File: config.mk
export PLATFORM = sky130hd
export DESIGN_NAME = enq_ack_framed_link
export DESIGN_NICKNAME = d
export VERILOG_FILES = /design/src/eafl_pkg.sv /design/src/eafl_ctrl.sv /design/src/eafl_dp.sv /design/src/enq_ack_framed_link.sv
export SDC_FILE = /design/constraint.sdc
export NUM_CORES = 1
export LEC_CHECK = 0
export BUFFER_PORTS_ARGS = -buffer_cell sky130_fd_sc_hd__buf_4
export CORE_MARGIN = 3
export CORE_UTILIZATION = 36
export DETAILED_ROUTE_END_ITERATION = 10
export GPL_ROUTABILITY_DRIVEN = 1
export PLACE_DENSITY = 0.62
export SETUP_SLACK_MARGIN = 0.3
export SYNTH_ARGS = -nofsm -noshare
export SYNTH_HDL_FRONTEND = slang
export SYNTH_HIERARCHICAL = 1
export SYNTH_SLANG_ARGS = --single-unit
File: constraint.sdc
create_clock -name aclk -period 3 [get_ports aclk]
set_input_delay 0.15 -clock aclk [delete_from_list [all_inputs] [get_ports aclk]]
set_output_delay 0.15 -clock aclk [all_outputs]
set_load 0.1 [all_outputs]
File: src/eafl_pkg.sv
// ----------------------------------------------------------------------------
// eafl_pkg: shared types and constants of the framed link engine
// Line characters, mode, kind and status codes, the controller state
// encodings and the command and status groups between controller and datapath.
// ----------------------------------------------------------------------------
`default_nettype none

package eafl_pkg;

    localparam logic [7:0] CH_ENQ        = 8'h05;
    localparam logic [7:0] CH_ACK        = 8'h06;
    localparam logic [7:0] TIMEOUT_RESET = 8'd20;
    localparam logic [7:0] TIMEOUT_FLOOR = 8'd10;

    localparam logic [2:0] ST_NONE       = 3'd0;
    localparam logic [2:0] ST_SENT       = 3'd1;
    localparam logic [2:0] ST_NO_ACK     = 3'd2;
    localparam logic [2:0] ST_RECEIVED   = 3'd3;
    localparam logic [2:0] ST_RX_TIMEOUT = 3'd4;
    localparam logic [2:0] ST_BAD_SUM    = 3'd5;
    localparam logic [2:0] ST_TOO_LONG   = 3'd6;
    localparam logic [2:0] ST_REFUSED    = 3'd7;

    typedef enum logic [1:0] {
        MODE_TICK  = 2'd0,
        MODE_LINE  = 2'd1,
        MODE_LOAD  = 2'd2,
        MODE_START = 2'd3
    } mode_t;

    typedef enum logic [1:0] {
        KIND_LINE    = 2'd0,
        KIND_DELIVER = 2'd1,
        KIND_STATUS  = 2'd2
    } kind_t;

    typedef enum logic [2:0] {
        PH_IDLE,
        PH_WAIT_ACK,
        PH_RX_LEN,
        PH_RX_DATA,
        PH_RX_SUM
    } phase_t;

    typedef enum logic [2:0] {
        SEQ_ACCEPT,
        SEQ_ENQ,
        SEQ_ACK,
        SEQ_SEND_LEN,
        SEQ_SEND_DATA,
        SEQ_SEND_SUM,
        SEQ_DELIVER,
        SEQ_STATUS
    } seq_t;

    typedef enum logic [2:0] {
        SEL_ZERO,
        SEL_ENQ,
        SEL_ACK,
        SEL_SEND_COUNT,
        SEL_SEND_DATA,
        SEL_RECV_DATA,
        SEL_SEND_PARITY
    } sel_t;

    typedef struct packed {
        logic       accept;
        logic       send_wr;
        logic       send_clr;
        logic       tick_inc;
        logic       tick_clr;
        logic       len_load;
        logic       rx_adv;
        logic       idx_inc;
        logic       push;
        kind_t      push_kind;
        sel_t       push_sel;
        logic [2:0] push_status;
        logic       push_last;
    } ctl_cmd_t;

    typedef struct packed {
        mode_t mode;
        logic  is_enq;
        logic  is_ack;
        logic  expired;
        logic  send_full;
        logic  len_over;
        logic  len_zero;
        logic  rx_done;
        logic  parity_ok;
        logic  send_zero;
        logic  recv_zero;
        logic  send_end;
        logic  recv_end;
        logic  out_free;
    } dp_stat_t;

endpackage

`default_nettype wire

File: src/eafl_ctrl.sv
// ----------------------------------------------------------------------------
// eafl_ctrl: link controller
// Tracks the link phase, decides on each transaction and sequences the
// results through the datapath output register.
// ----------------------------------------------------------------------------
`default_nettype none

module eafl_ctrl
    import eafl_pkg::*;
(
    input  wire logic     aclk,
    input  wire logic     aresetn,
    input  wire logic     s_tvalid,
    output logic          s_tready,
    input  wire dp_stat_t stat,
    output ctl_cmd_t      cmd
);

    seq_t       seq_reg, seq_next;
    phase_t     phase_reg, phase_next;
    logic [2:0] code_reg, code_next;

    always_ff @(posedge aclk) begin
        if (!aresetn) begin
            seq_reg   <= SEQ_ACCEPT;
            phase_reg <= PH_IDLE;
            code_reg  <= ST_NONE;
        end else begin
            seq_reg   <= seq_next;
            phase_reg <= phase_next;
            code_reg  <= code_next;
        end
    end

    always_comb begin
        seq_next        = seq_reg;
        phase_next      = phase_reg;
        code_next       = code_reg;
        s_tready        = 1'b0;
        cmd             = '0;
        cmd.push_kind   = KIND_LINE;
        cmd.push_sel    = SEL_ZERO;
        cmd.push_status = ST_NONE;
        case (seq_reg)
            SEQ_ACCEPT: begin
                s_tready = 1'b1;
                if (s_tvalid) begin
                    cmd.accept = 1'b1;
                    case (stat.mode)
                        MODE_LOAD, MODE_START: begin
                            if (phase_reg != PH_IDLE) begin
                                code_next = ST_REFUSED;
                                seq_next  = SEQ_STATUS;
                            end else if (stat.mode == MODE_LOAD) begin
                                if (stat.send_full) begin
                                    code_next = ST_TOO_LONG;
                                    seq_next  = SEQ_STATUS;
                                end else begin
                                    cmd.send_wr = 1'b1;
                                end
                            end else begin
                                cmd.tick_clr = 1'b1;
                                phase_next   = PH_WAIT_ACK;
                                seq_next     = SEQ_ENQ;
                            end
                        end
                        MODE_TICK: begin
                            if (phase_reg != PH_IDLE) begin
                                if (stat.expired) begin
                                    code_next    = (phase_reg == PH_WAIT_ACK) ?
                                                   ST_NO_ACK : ST_RX_TIMEOUT;
                                    seq_next     = SEQ_STATUS;
                                    phase_next   = PH_IDLE;
                                    cmd.tick_clr = 1'b1;
                                end else begin
                                    cmd.tick_inc = 1'b1;
                                end
                            end
                        end
                        default: begin
                            case (phase_reg)
                                PH_IDLE: begin
                                    if (stat.is_enq) begin
                                        cmd.tick_clr = 1'b1;
                                        phase_next   = PH_RX_LEN;
                                        seq_next     = SEQ_ACK;
                                    end
                                end
                                PH_WAIT_ACK: begin
                                    if (stat.is_ack) begin
                                        cmd.tick_clr = 1'b1;
                                        phase_next   = PH_IDLE;
                                        seq_next     = SEQ_SEND_LEN;
                                    end
                                end
                                PH_RX_LEN: begin
                                    cmd.tick_clr = 1'b1;
                                    cmd.len_load = 1'b1;
                                    if (stat.len_over) begin
                                        code_next  = ST_TOO_LONG;
                                        seq_next   = SEQ_STATUS;
                                        phase_next = PH_IDLE;
                                    end else if (stat.len_zero) begin
                                        phase_next = PH_RX_SUM;
                                    end else begin
                                        phase_next = PH_RX_DATA;
                                    end
                                end
                                PH_RX_DATA: begin
                                    cmd.tick_clr = 1'b1;
                                    cmd.rx_adv   = 1'b1;
                                    if (stat.rx_done) begin
                                        phase_next = PH_RX_SUM;
                                    end
                                end
                                default: begin
                                    cmd.tick_clr = 1'b1;
                                    phase_next   = PH_IDLE;
                                    if (stat.parity_ok) begin
                                        code_next = ST_RECEIVED;
                                        seq_next  = stat.recv_zero ? SEQ_STATUS : SEQ_DELIVER;
                                    end else begin
                                        code_next = ST_BAD_SUM;
                                        seq_next  = SEQ_STATUS;
                                    end
                                end
                            endcase
                        end
                    endcase
                end
            end
            SEQ_ENQ: begin
                if (stat.out_free) begin
                    cmd.push      = 1'b1;
                    cmd.push_sel  = SEL_ENQ;
                    cmd.push_last = 1'b1;
                    seq_next      = SEQ_ACCEPT;
                end
            end
            SEQ_ACK: begin
                if (stat.out_free) begin
                    cmd.push      = 1'b1;
                    cmd.push_sel  = SEL_ACK;
                    cmd.push_last = 1'b1;
                    seq_next      = SEQ_ACCEPT;
                end
            end
            SEQ_SEND_LEN: begin
                if (stat.out_free) begin
                    cmd.push     = 1'b1;
                    cmd.push_sel = SEL_SEND_COUNT;
                    seq_next     = stat.send_zero ? SEQ_SEND_SUM : SEQ_SEND_DATA;
                end
            end
            SEQ_SEND_DATA: begin
                if (stat.out_free) begin
                    cmd.push     = 1'b1;
                    cmd.push_sel = SEL_SEND_DATA;
                    cmd.idx_inc  = 1'b1;
                    if (stat.send_end) begin
                        seq_next = SEQ_SEND_SUM;
                    end
                end
            end
            SEQ_SEND_SUM: begin
                if (stat.out_free) begin
                    cmd.push     = 1'b1;
                    cmd.push_sel = SEL_SEND_PARITY;
                    cmd.send_clr = 1'b1;
                    code_next    = ST_SENT;
                    seq_next     = SEQ_STATUS;
                end
            end
            SEQ_DELIVER: begin
                if (stat.out_free) begin
                    cmd.push      = 1'b1;
                    cmd.push_kind = KIND_DELIVER;
                    cmd.push_sel  = SEL_RECV_DATA;
                    cmd.idx_inc   = 1'b1;
                    if (stat.recv_end) begin
                        seq_next = SEQ_STATUS;
                    end
                end
            end
            SEQ_STATUS: begin
                if (stat.out_free) begin
                    cmd.push        = 1'b1;
                    cmd.push_kind   = KIND_STATUS;
                    cmd.push_status = code_reg;
                    cmd.push_last   = 1'b1;
                    seq_next        = SEQ_ACCEPT;
                end
            end
            default: begin
                seq_next = SEQ_ACCEPT;
            end
        endcase
    end

endmodule

`default_nettype wire

File: src/eafl_dp.sv
// ----------------------------------------------------------------------------
// eafl_dp: link datapath
// Timeout counter, send and receive payload memories, counts and checksums,
// and the result output register.
// ----------------------------------------------------------------------------
`default_nettype none

module eafl_dp
    import eafl_pkg::*;
#(
    parameter int PAYLOAD_MAX = 32
) (
    input  wire logic       aclk,
    input  wire logic       aresetn,
    input  wire logic       cfg_wr_en,
    input  wire logic [7:0] cfg_wr_data,
    input  wire logic [7:0] s_tdata,
    input  wire logic [1:0] s_tuser,
    input  wire ctl_cmd_t   cmd,
    output dp_stat_t        stat,
    output logic            m_tvalid,
    input  wire logic       m_tready,
    output logic [15:0]     m_tdata,
    output logic [1:0]      m_tuser,
    output logic            m_tlast
);

    localparam int CW = $clog2(PAYLOAD_MAX + 1);
    localparam int AW = (PAYLOAD_MAX > 1) ? $clog2(PAYLOAD_MAX) : 1;

    logic [7:0]    send_mem [PAYLOAD_MAX];
    logic [7:0]    recv_mem [PAYLOAD_MAX];

    logic [7:0]    timeout_reg;
    logic [7:0]    elapsed_reg;
    logic [CW-1:0] send_count_reg;
    logic [7:0]    send_par_reg;
    logic [CW-1:0] recv_len_reg;
    logic [CW-1:0] recv_count_reg;
    logic [7:0]    recv_par_reg;
    logic [CW-1:0] idx_reg, idx_next;
    logic [7:0]    send_rd_reg;
    logic [7:0]    recv_rd_reg;
    logic          valid_reg;
    logic [7:0]    byte_reg;
    logic [2:0]    status_reg;
    logic [1:0]    kind_reg;
    logic          last_reg;

    logic [CW-1:0] idx_inc_v;
    logic [CW-1:0] recv_count_inc;
    logic [7:0]    push_byte;

    assign idx_inc_v      = idx_reg + CW'(1);
    assign recv_count_inc = recv_count_reg + CW'(1);

    always_comb begin
        if (cmd.accept) begin
            idx_next = '0;
        end else if (cmd.idx_inc) begin
            idx_next = idx_inc_v;
        end else begin
            idx_next = idx_reg;
        end
    end

    always_ff @(posedge aclk) begin
        if (cmd.send_wr) begin
            send_mem[send_count_reg[AW-1:0]] <= s_tdata;
        end
        send_rd_reg <= send_mem[idx_next[AW-1:0]];
    end

    always_ff @(posedge aclk) begin
        if (cmd.rx_adv) begin
            recv_mem[recv_count_reg[AW-1:0]] <= s_tdata;
        end
        recv_rd_reg <= recv_mem[idx_next[AW-1:0]];
    end

    always_ff @(posedge aclk) begin
        if (!aresetn) begin
            timeout_reg    <= TIMEOUT_RESET;
            elapsed_reg    <= '0;
            send_count_reg <= '0;
            send_par_reg   <= '0;
            recv_len_reg   <= '0;
            recv_count_reg <= '0;
            recv_par_reg   <= '0;
            idx_reg        <= '0;
            valid_reg      <= 1'b0;
        end else begin
            if (cfg_wr_en) begin
                timeout_reg <= (cfg_wr_data < TIMEOUT_FLOOR) ? TIMEOUT_FLOOR : cfg_wr_data;
            end
            if (cmd.tick_clr) begin
                elapsed_reg <= '0;
            end else if (cmd.tick_inc) begin
                elapsed_reg <= elapsed_reg + 8'd1;
            end
            if (cmd.send_clr) begin
                send_count_reg <= '0;
                send_par_reg   <= '0;
            end else if (cmd.send_wr) begin
                send_count_reg <= send_count_reg + CW'(1);
                send_par_reg   <= send_par_reg ^ s_tdata;
            end
            if (cmd.len_load) begin
                recv_len_reg   <= s_tdata[CW-1:0];
                recv_count_reg <= '0;
                recv_par_reg   <= '0;
            end else if (cmd.rx_adv) begin
                recv_count_reg <= recv_count_inc;
                recv_par_reg   <= recv_par_reg ^ s_tdata;
            end
            idx_reg <= idx_next;
            if (cmd.push) begin
                valid_reg <= 1'b1;
            end else if (m_tready) begin
                valid_reg <= 1'b0;
            end
        end
    end

    always_comb begin
        case (cmd.push_sel)
            SEL_ENQ:         push_byte = CH_ENQ;
            SEL_ACK:         push_byte = CH_ACK;
            SEL_SEND_COUNT:  push_byte = 8'(send_count_reg);
            SEL_SEND_DATA:   push_byte = send_rd_reg;
            SEL_RECV_DATA:   push_byte = recv_rd_reg;
            SEL_SEND_PARITY: push_byte = send_par_reg;
            default:         push_byte = 8'd0;
        endcase
    end

    always_ff @(posedge aclk) begin
        if (cmd.push) begin
            byte_reg   <= push_byte;
            status_reg <= cmd.push_status;
            kind_reg   <= cmd.push_kind;
            last_reg   <= cmd.push_last;
        end
    end

    assign stat.mode      = mode_t'(s_tuser);
    assign stat.is_enq    = (s_tdata == CH_ENQ);
    assign stat.is_ack    = (s_tdata == CH_ACK);
    assign stat.expired   = (elapsed_reg >= timeout_reg);
    assign stat.send_full = (send_count_reg >= CW'(PAYLOAD_MAX));
    assign stat.len_over  = (s_tdata > 8'(PAYLOAD_MAX));
    assign stat.len_zero  = (s_tdata == 8'd0);
    assign stat.rx_done   = (recv_count_inc >= recv_len_reg);
    assign stat.parity_ok = (s_tdata == recv_par_reg);
    assign stat.send_zero = (send_count_reg == '0);
    assign stat.recv_zero = (recv_count_reg == '0);
    assign stat.send_end  = (idx_inc_v == send_count_reg);
    assign stat.recv_end  = (idx_inc_v == recv_count_reg);
    assign stat.out_free  = !valid_reg || m_tready;

    assign m_tvalid = valid_reg;
    assign m_tdata  = {5'd0, status_reg, byte_reg};
    assign m_tuser  = kind_reg;
    assign m_tlast  = last_reg;

endmodule

`default_nettype wire

File: src/enq_ack_framed_link.sv
// ----------------------------------------------------------------------------
// enq_ack_framed_link: ENQ/ACK handshake link with length framing and XOR sum
// Half-duplex byte link engine: sends a queued payload after an ENQ/ACK
// handshake, receives length-framed payloads and releases them on a good sum.
// ----------------------------------------------------------------------------
// Each input transaction (tick, line byte, payload load or start) is accepted by
// the controller; the engine then puts its results out through a single output
// register at one per cycle while m_tready stays high, and takes the next
// transaction once the last result is loaded. The payload memories have no
// reset and need no clearing pass.
`default_nettype none

module enq_ack_framed_link
    import eafl_pkg::*;
#(
    parameter int PAYLOAD_MAX = 32
) (
    input  wire logic        aclk,
    input  wire logic        aresetn,
    input  wire logic        cfg_wr_en,
    input  wire logic [7:0]  cfg_wr_data,   // timeout_ms
    input  wire logic        s_tvalid,
    output logic             s_tready,
    input  wire logic [7:0]  s_tdata,       // [7:0] data_byte
    input  wire logic [1:0]  s_tuser,       // [1:0] mode
    output logic             m_tvalid,
    input  wire logic        m_tready,
    output logic [15:0]      m_tdata,       // [7:0] out_byte, [10:8] status
    output logic [1:0]       m_tuser,       // [1:0] kind
    output logic             m_tlast        // last_of_run
);

    ctl_cmd_t cmd;
    dp_stat_t stat;

    eafl_ctrl u_ctrl (
        .aclk     (aclk),
        .aresetn  (aresetn),
        .s_tvalid (s_tvalid),
        .s_tready (s_tready),
        .stat     (stat),
        .cmd      (cmd)
    );

    eafl_dp #(
        .PAYLOAD_MAX (PAYLOAD_MAX)
    ) u_dp (
        .aclk        (aclk),
        .aresetn     (aresetn),
        .cfg_wr_en   (cfg_wr_en),
        .cfg_wr_data (cfg_wr_data),
        .s_tdata     (s_tdata),
        .s_tuser     (s_tuser),
        .cmd         (cmd),
        .stat        (stat),
        .m_tvalid    (m_tvalid),
        .m_tready    (m_tready),
        .m_tdata     (m_tdata),
        .m_tuser     (m_tuser),
        .m_tlast     (m_tlast)
    );

endmodule

`default_nettype wire

After elaboration in Yosys (flattened, before gate mapping)

Memory sizes are Yosys's and may differ from the RTL's. A register that Yosys moved wholly into a read port is not among the register bits.
Cells that the tools add are included.

Register bits after elaboration: 80
Memory bits (writable): 512
Input port bits: 23
Word-level logic and storage cells: 196
Memories: 2

$add $sub $neg: 4
$lt $le $gt $ge: 5
Equality and inequality tests: 48
Muxes and demuxes: 92
Bitwise logic cells: 3
Reduce and logical (&&, ||, !) cells: 25

Memory list:

| name          | depth | bits a word | read ports | clocked after Yosys merged registers in | write ports | RTL line      | source |
|---|---|---|---|---|---|---|---|
| u_dp.recv_mem | 32    | 8           | 1          | 1                                       | 1           | eafl_dp.sv:32 | `logic [7:0] recv_mem [PAYLOAD_MAX];` |
| u_dp.send_mem | 32    | 8           | 1          | 1                                       | 1           | eafl_dp.sv:31 | `logic [7:0] send_mem [PAYLOAD_MAX];` |

Operators by type and width:

| operator              | count |
|---|---|
| $mux W3               | 37 |
| $pmux W8 S6           | 1 |
| $pmux W3 S6           | 2 |
| $pmux W3 S2           | 5 |
| $mux W1               | 26 |
| $pmux W3 S4           | 2 |
| $eq A3 B3 Y1 const B  | 7 |
| $ne A2 B2 Y1 const B  | 10 |
| $ne A4 B4 Y1 const B  | 5 |
| $ne A5 B5 Y1 const B  | 4 |
| $add A6 B1 Y6 const B | 3 |
| $eq A3 B2 Y1 const B  | 6 |
| $reduce_and A9 Y1     | 2 |
| $eq A8 B3 Y1 const B  | 2 |
| $xor A8 B8 Y8         | 2 |
| $reduce_and A15 Y1    | 1 |
| $mux W2               | 7 |
| $eq A6 B6 Y1          | 2 |
| $logic_not A6 Y1      | 2 |
| $reduce_or A2 Y1      | 6 |
| $mux W5               | 2 |
| $eq A3 B1 Y1 const B  | 3 |
| $reduce_or A3 Y1      | 3 |
| $add A8 B1 Y8 const B | 1 |
| other kinds (28)      | 36 |

Depth between registers and ports, before layout

Depth in word-level cells: 9
Gate-level depth with buffers: 14

Modules after synthesis

Netlist, hierarchy kept.

By module, submodules not included:

| module    | times used | cells an instance | area each (µm²) |
|---|---|---|---|
| eafl_dp   | 1          | 2355              | 27465.1 |
| eafl_ctrl | 1          | 148               | 1056.0 |

Worst setup path before layout

OpenSTA, ideal clock, no wires.

Path kind: reg2reg
Start: register u_dp.elapsed_reg[0]
End: register u_dp.elapsed_reg[7]
Setup time: 0.070 ns
Data arrival time: 3.067 ns
Required time: 2.930 ns
Path slack: -0.137 ns
Cell stages (with the launch flop): 15
Period minus slack after synthesis: 3.137 ns
Cell sequence: dfxtp_1 > inv_1 > ha_1 > nand2b_1 > a21o_1 > a21o_1 > a211o_1 > a21oi_1 > o21ai_0 > nor3_1 > and3_1 > clkbuf_1 > nand4_1 > or3_1 > a21oi_1

RTL lines:

| element                | RTL line      | source |
|---|---|---|
| start, declared        | eafl_dp.sv:35 | `logic [7:0] elapsed_reg;` |
| start signal, assigned | eafl_dp.sv:99 | `elapsed_reg <= elapsed_reg + 8'd1;` |

==> flow_metrics.tcl <==
set metrics [dict create \
    drtIter0Drc 2425 \
    holdPathEnd "u_dp/m_tvalid" \
    rr_startpoint "u_dp/elapsed_reg[0]" \
    yosys.area.top_type "edfxtp_1" \
    firstDrtPassIters 6 \
    rr_worst_depth 13 \
    postRouteAntennaNets 0 \
    netlist_area_um2 28500 \
    ys_async_sr_fraction_pct 0 \
    grt_usage_pct 19.6 \
    fp-row-count 102 \
    worstMarginPinSlew_ns 1.10 \
    coreArea_um2 78000 \
    vias 21100 \
    stdcell_area_um2 33400 \
    viasPerCell 5.74 \
    start_util_pct 36.6 \
    relSlewSlack_pct 26.1 \
    yosys_warnings 6 \
    whs_path_depth 4 \
    regToRegSetupSlack_ns 0.31 \
    die_area_um2 82600 \
    wl_per_cell_um 22.8 \
    timing.rr.end "u_ctrl/code_reg[0]" \
    hold_start "m_tready" \
    antenna_cells 0 \
    drt_wl_total_um 83700 \
    end_kind "register" \
    drc 0 \
    synthDistinctLibCells 83 \
    grt_max_degree 136 \
    synth_top_area_share_pct 55.4 \
    grt_pass1_vias 20700 \
    boundaryPins 44 \
    overflow 0 \
    slew_viol_final 0 \
    area_delta_synth_final_pct 17.1 \
    skew_ns 0.0265 \
    cts.sinks 608 \
    start_kind "register" \
    hp-class "in -> reg" \
    fmax_mhz 372 \
    rsz0062_at_grt "true" \
    hpwlAfterDp_um 48800 \
    finalCritPeriodShare_pct 89.6 \
    p_int_mw 16.9 \
    globalplace.congestion 0.858 \
    insertion_delay_ns 0.64 \
    run_status "finished clean" \
    power.net_switching_mw 9.16 \
    max-vdd-ir-drop_v 0.000730 \
    placed_area_um2 30500 \
    timing.hold.ws_ns 0.0307 \
    ys_top_cells_by_area "edfxtp_1 (55%), dfxtp_1 (5.8%), nand2_1 (4.1%), o21ai_0 (3.6%), o211ai_1 (3.4%)" \
    cp_data_required_time_ns 3.51 \
    synthFlopType "edfxtp_1" \
    power_mw 26.1 \
    cts_tree "yes" \
    antenna_found_initial 1 \
    syn_area_per_cell_um2 11.4 \
    power_switching_share_pct 35.1 \
    clockRootBuffer "clkbuf_16" \
    final_common_cell "edfxtp_1" \
    fin_crit_ns 2.69 \
    p_comb_share_pct 32.5 \
    clockPowerShare_pct 30.4 \
    syn_inst 2503 \
    die_w_um 287 \
    arrival_ns 3.20 \
    maxCapViolCount 0 \
    final_cell_mix "edfxtp_1 (526), nand2_1 (309), o21ai_0 (204)" \
    clkTransAtPathRegs_ns 0.06 \
    p_leak_nw 10.9 \
    fp.dieH_um 287 \
    fillers 7060 \
    crit_fanout 5 \
    clock_path_buffers 3 \
    setup_violations 0 \
    grt_pass1_wl_um 125000 \
    finalHoldViolCount 0 \
    yosysSeqAreaShare_pct 61.1 \
    sequentialPowerShare_pct 37.1 \
    io_buffers 38 \
    h-tree-depth 2 \
    cellPowerDensity_nw_per_um2 781 \
    synth_seq_cells 608 \
    path_class "reg -> reg" \
    drive_above_1_share_pct 15.0 \
    fin_setup_tns_ns 0 \
    layout.nets 2636 \
    cts_buffers 59 \
    synth_edf_count 526 \
]
[cell usage after synthesis, types with 5 or more instances]
master and instances:
edfxtp_1 526, nand2_1 309, o21ai_0 207, nor2_1 190
o211ai_1 129, clkbuf_1 107, nand3_1 96, dfxtp_1 82
or3_1 72, buf_2 68, o21a_1 65, nand4_1 61
mux2i_1 55, a22o_1 51, nor3_1 47, a31oi_1 37
xor2_1 37, nand2b_1 33, a32oi_1 32, inv_1 32
a21oi_1 28, buf_4 27, ha_1 24, xnor2_1 22
a211o_1 18, o221ai_1 18, buf_6 11, nor2b_1 10
a21o_1 9, nor3b_1 7, or2_2 7, and2_1 6
buf_1 5
[worst max path at each step]
| stage | slack, ns | start | end | cells after the start |
|---|---|---|---|---|
| floorplan | 0.20 | u_ctrl/seq_reg[2] | u_dp/send_mem[10][0] | 7 |
| CTS | 0.26 | u_ctrl/seq_reg[2] | u_dp/recv_rd_reg[1] | 10 |
| global placement | 0.006 | u_ctrl/phase_reg[2] | u_dp/send_mem[9][5] | 9 |
| detailed placement | -0.0006 | u_ctrl/seq_reg[2] | u_dp/recv_rd_reg[1] | 9 |
| global route | 0.18 | u_dp/elapsed_reg[0] | u_ctrl/code_reg[0] | 13 |
| finish | 0.31 | u_dp/elapsed_reg[0] | u_ctrl/code_reg[0] | 13 |
[critical path, stage by stage (launching register included)]
cell and delay, ns:
dfxtp_2 0.33, inv_2 0.05, ha_4 0.20, nand2b_4 0.13, a21o_1 0.15, a21o_1 0.16, a211o_1 0.27, a21oi_2 0.15
o21ai_2 0.10, and3b_1 0.18, a2111o_1 0.40, a21oi_2 0.16, nor2_2 0.07, o221a_1 0.23
[what timing repair did]
action,in CTS,in global routing
cloned,5,2
buffers inserted,4,11
gates resized for setup,20,40
hold endpoints to repair,27,0
hold buffers,26,0
pin swaps,9,19
setup endpoints to repair,336,161
[layout make-up]
class / instances / area [um2] / share of cell area, %
Multi-Input combinational cell: 1650 / 10200 / 30.5
Clock buffer: 67 / 1510 / 4.51
Sequential cell: 608 / 17500 / 52.3
Timing Repair Buffer: 237 / 2250 / 6.73
Inverter: 33 / 136 / 0.408
Clock inverter: 43 / 556 / 1.66
Tap cell: 1040 / 1300 / 3.89
[power by group through the flow]
| stage | logic [mW] | clock network, mW | registers (mW) |
|---|---|---|---|
| detailed placement | 7.81 | 0 | 9.87 |
| global route | 9.08 | 8.38 | 9.71 |
| floorplan | 4.83 | 0 | 10.5 |
| global placement | 7.66 | 0 | 9.87 |
| finish | 8.48 | 7.93 | 9.70 |
| CTS | 8.16 | 8.04 | 9.70 |
[metrics by stage]
stage	util, %	instances	setup slack (ns)
after floorplan	-	2507	0.203
after global placement	39.1	3520	0.00560
after detailed placement	39.1	3520	-0.000630
after CTS	42.4	3665	0.262
after global routing	42.8	3678	0.183
final	42.8	3678	0.311
[cell families (layout without fill, tap and decap cells)]
| group | after synthesis | count (layout) | share of synthesized area [%] |
|---|---|---|---|
| other cells | 1 | 5 | 0.0131 |
| fa+ha+maj | 24 | 24 | 1.05 |
| simple gates | 866 | 868 | 14.3 |
| compound gates | 632 | 632 | 15.2 |
| mux | 59 | 59 | 2.09 |
| flops | 608 | 608 | 61.1 |
| buf+inv | 251 | 380 | 4.25 |
| xor+xnor | 62 | 62 | 1.98 |
[routing by layer]
metal  up-vias  part of all wire, %  GRT usage [%]
li1       9517                    -              -
met1     10500                   42           26.6
met2       932                   48           32.6
met3       164                  7.0           2.47
met4         2                  3.0           6.14
met5         -                0.018              0
Note: power is estimated with default switching activity, not from simulation.
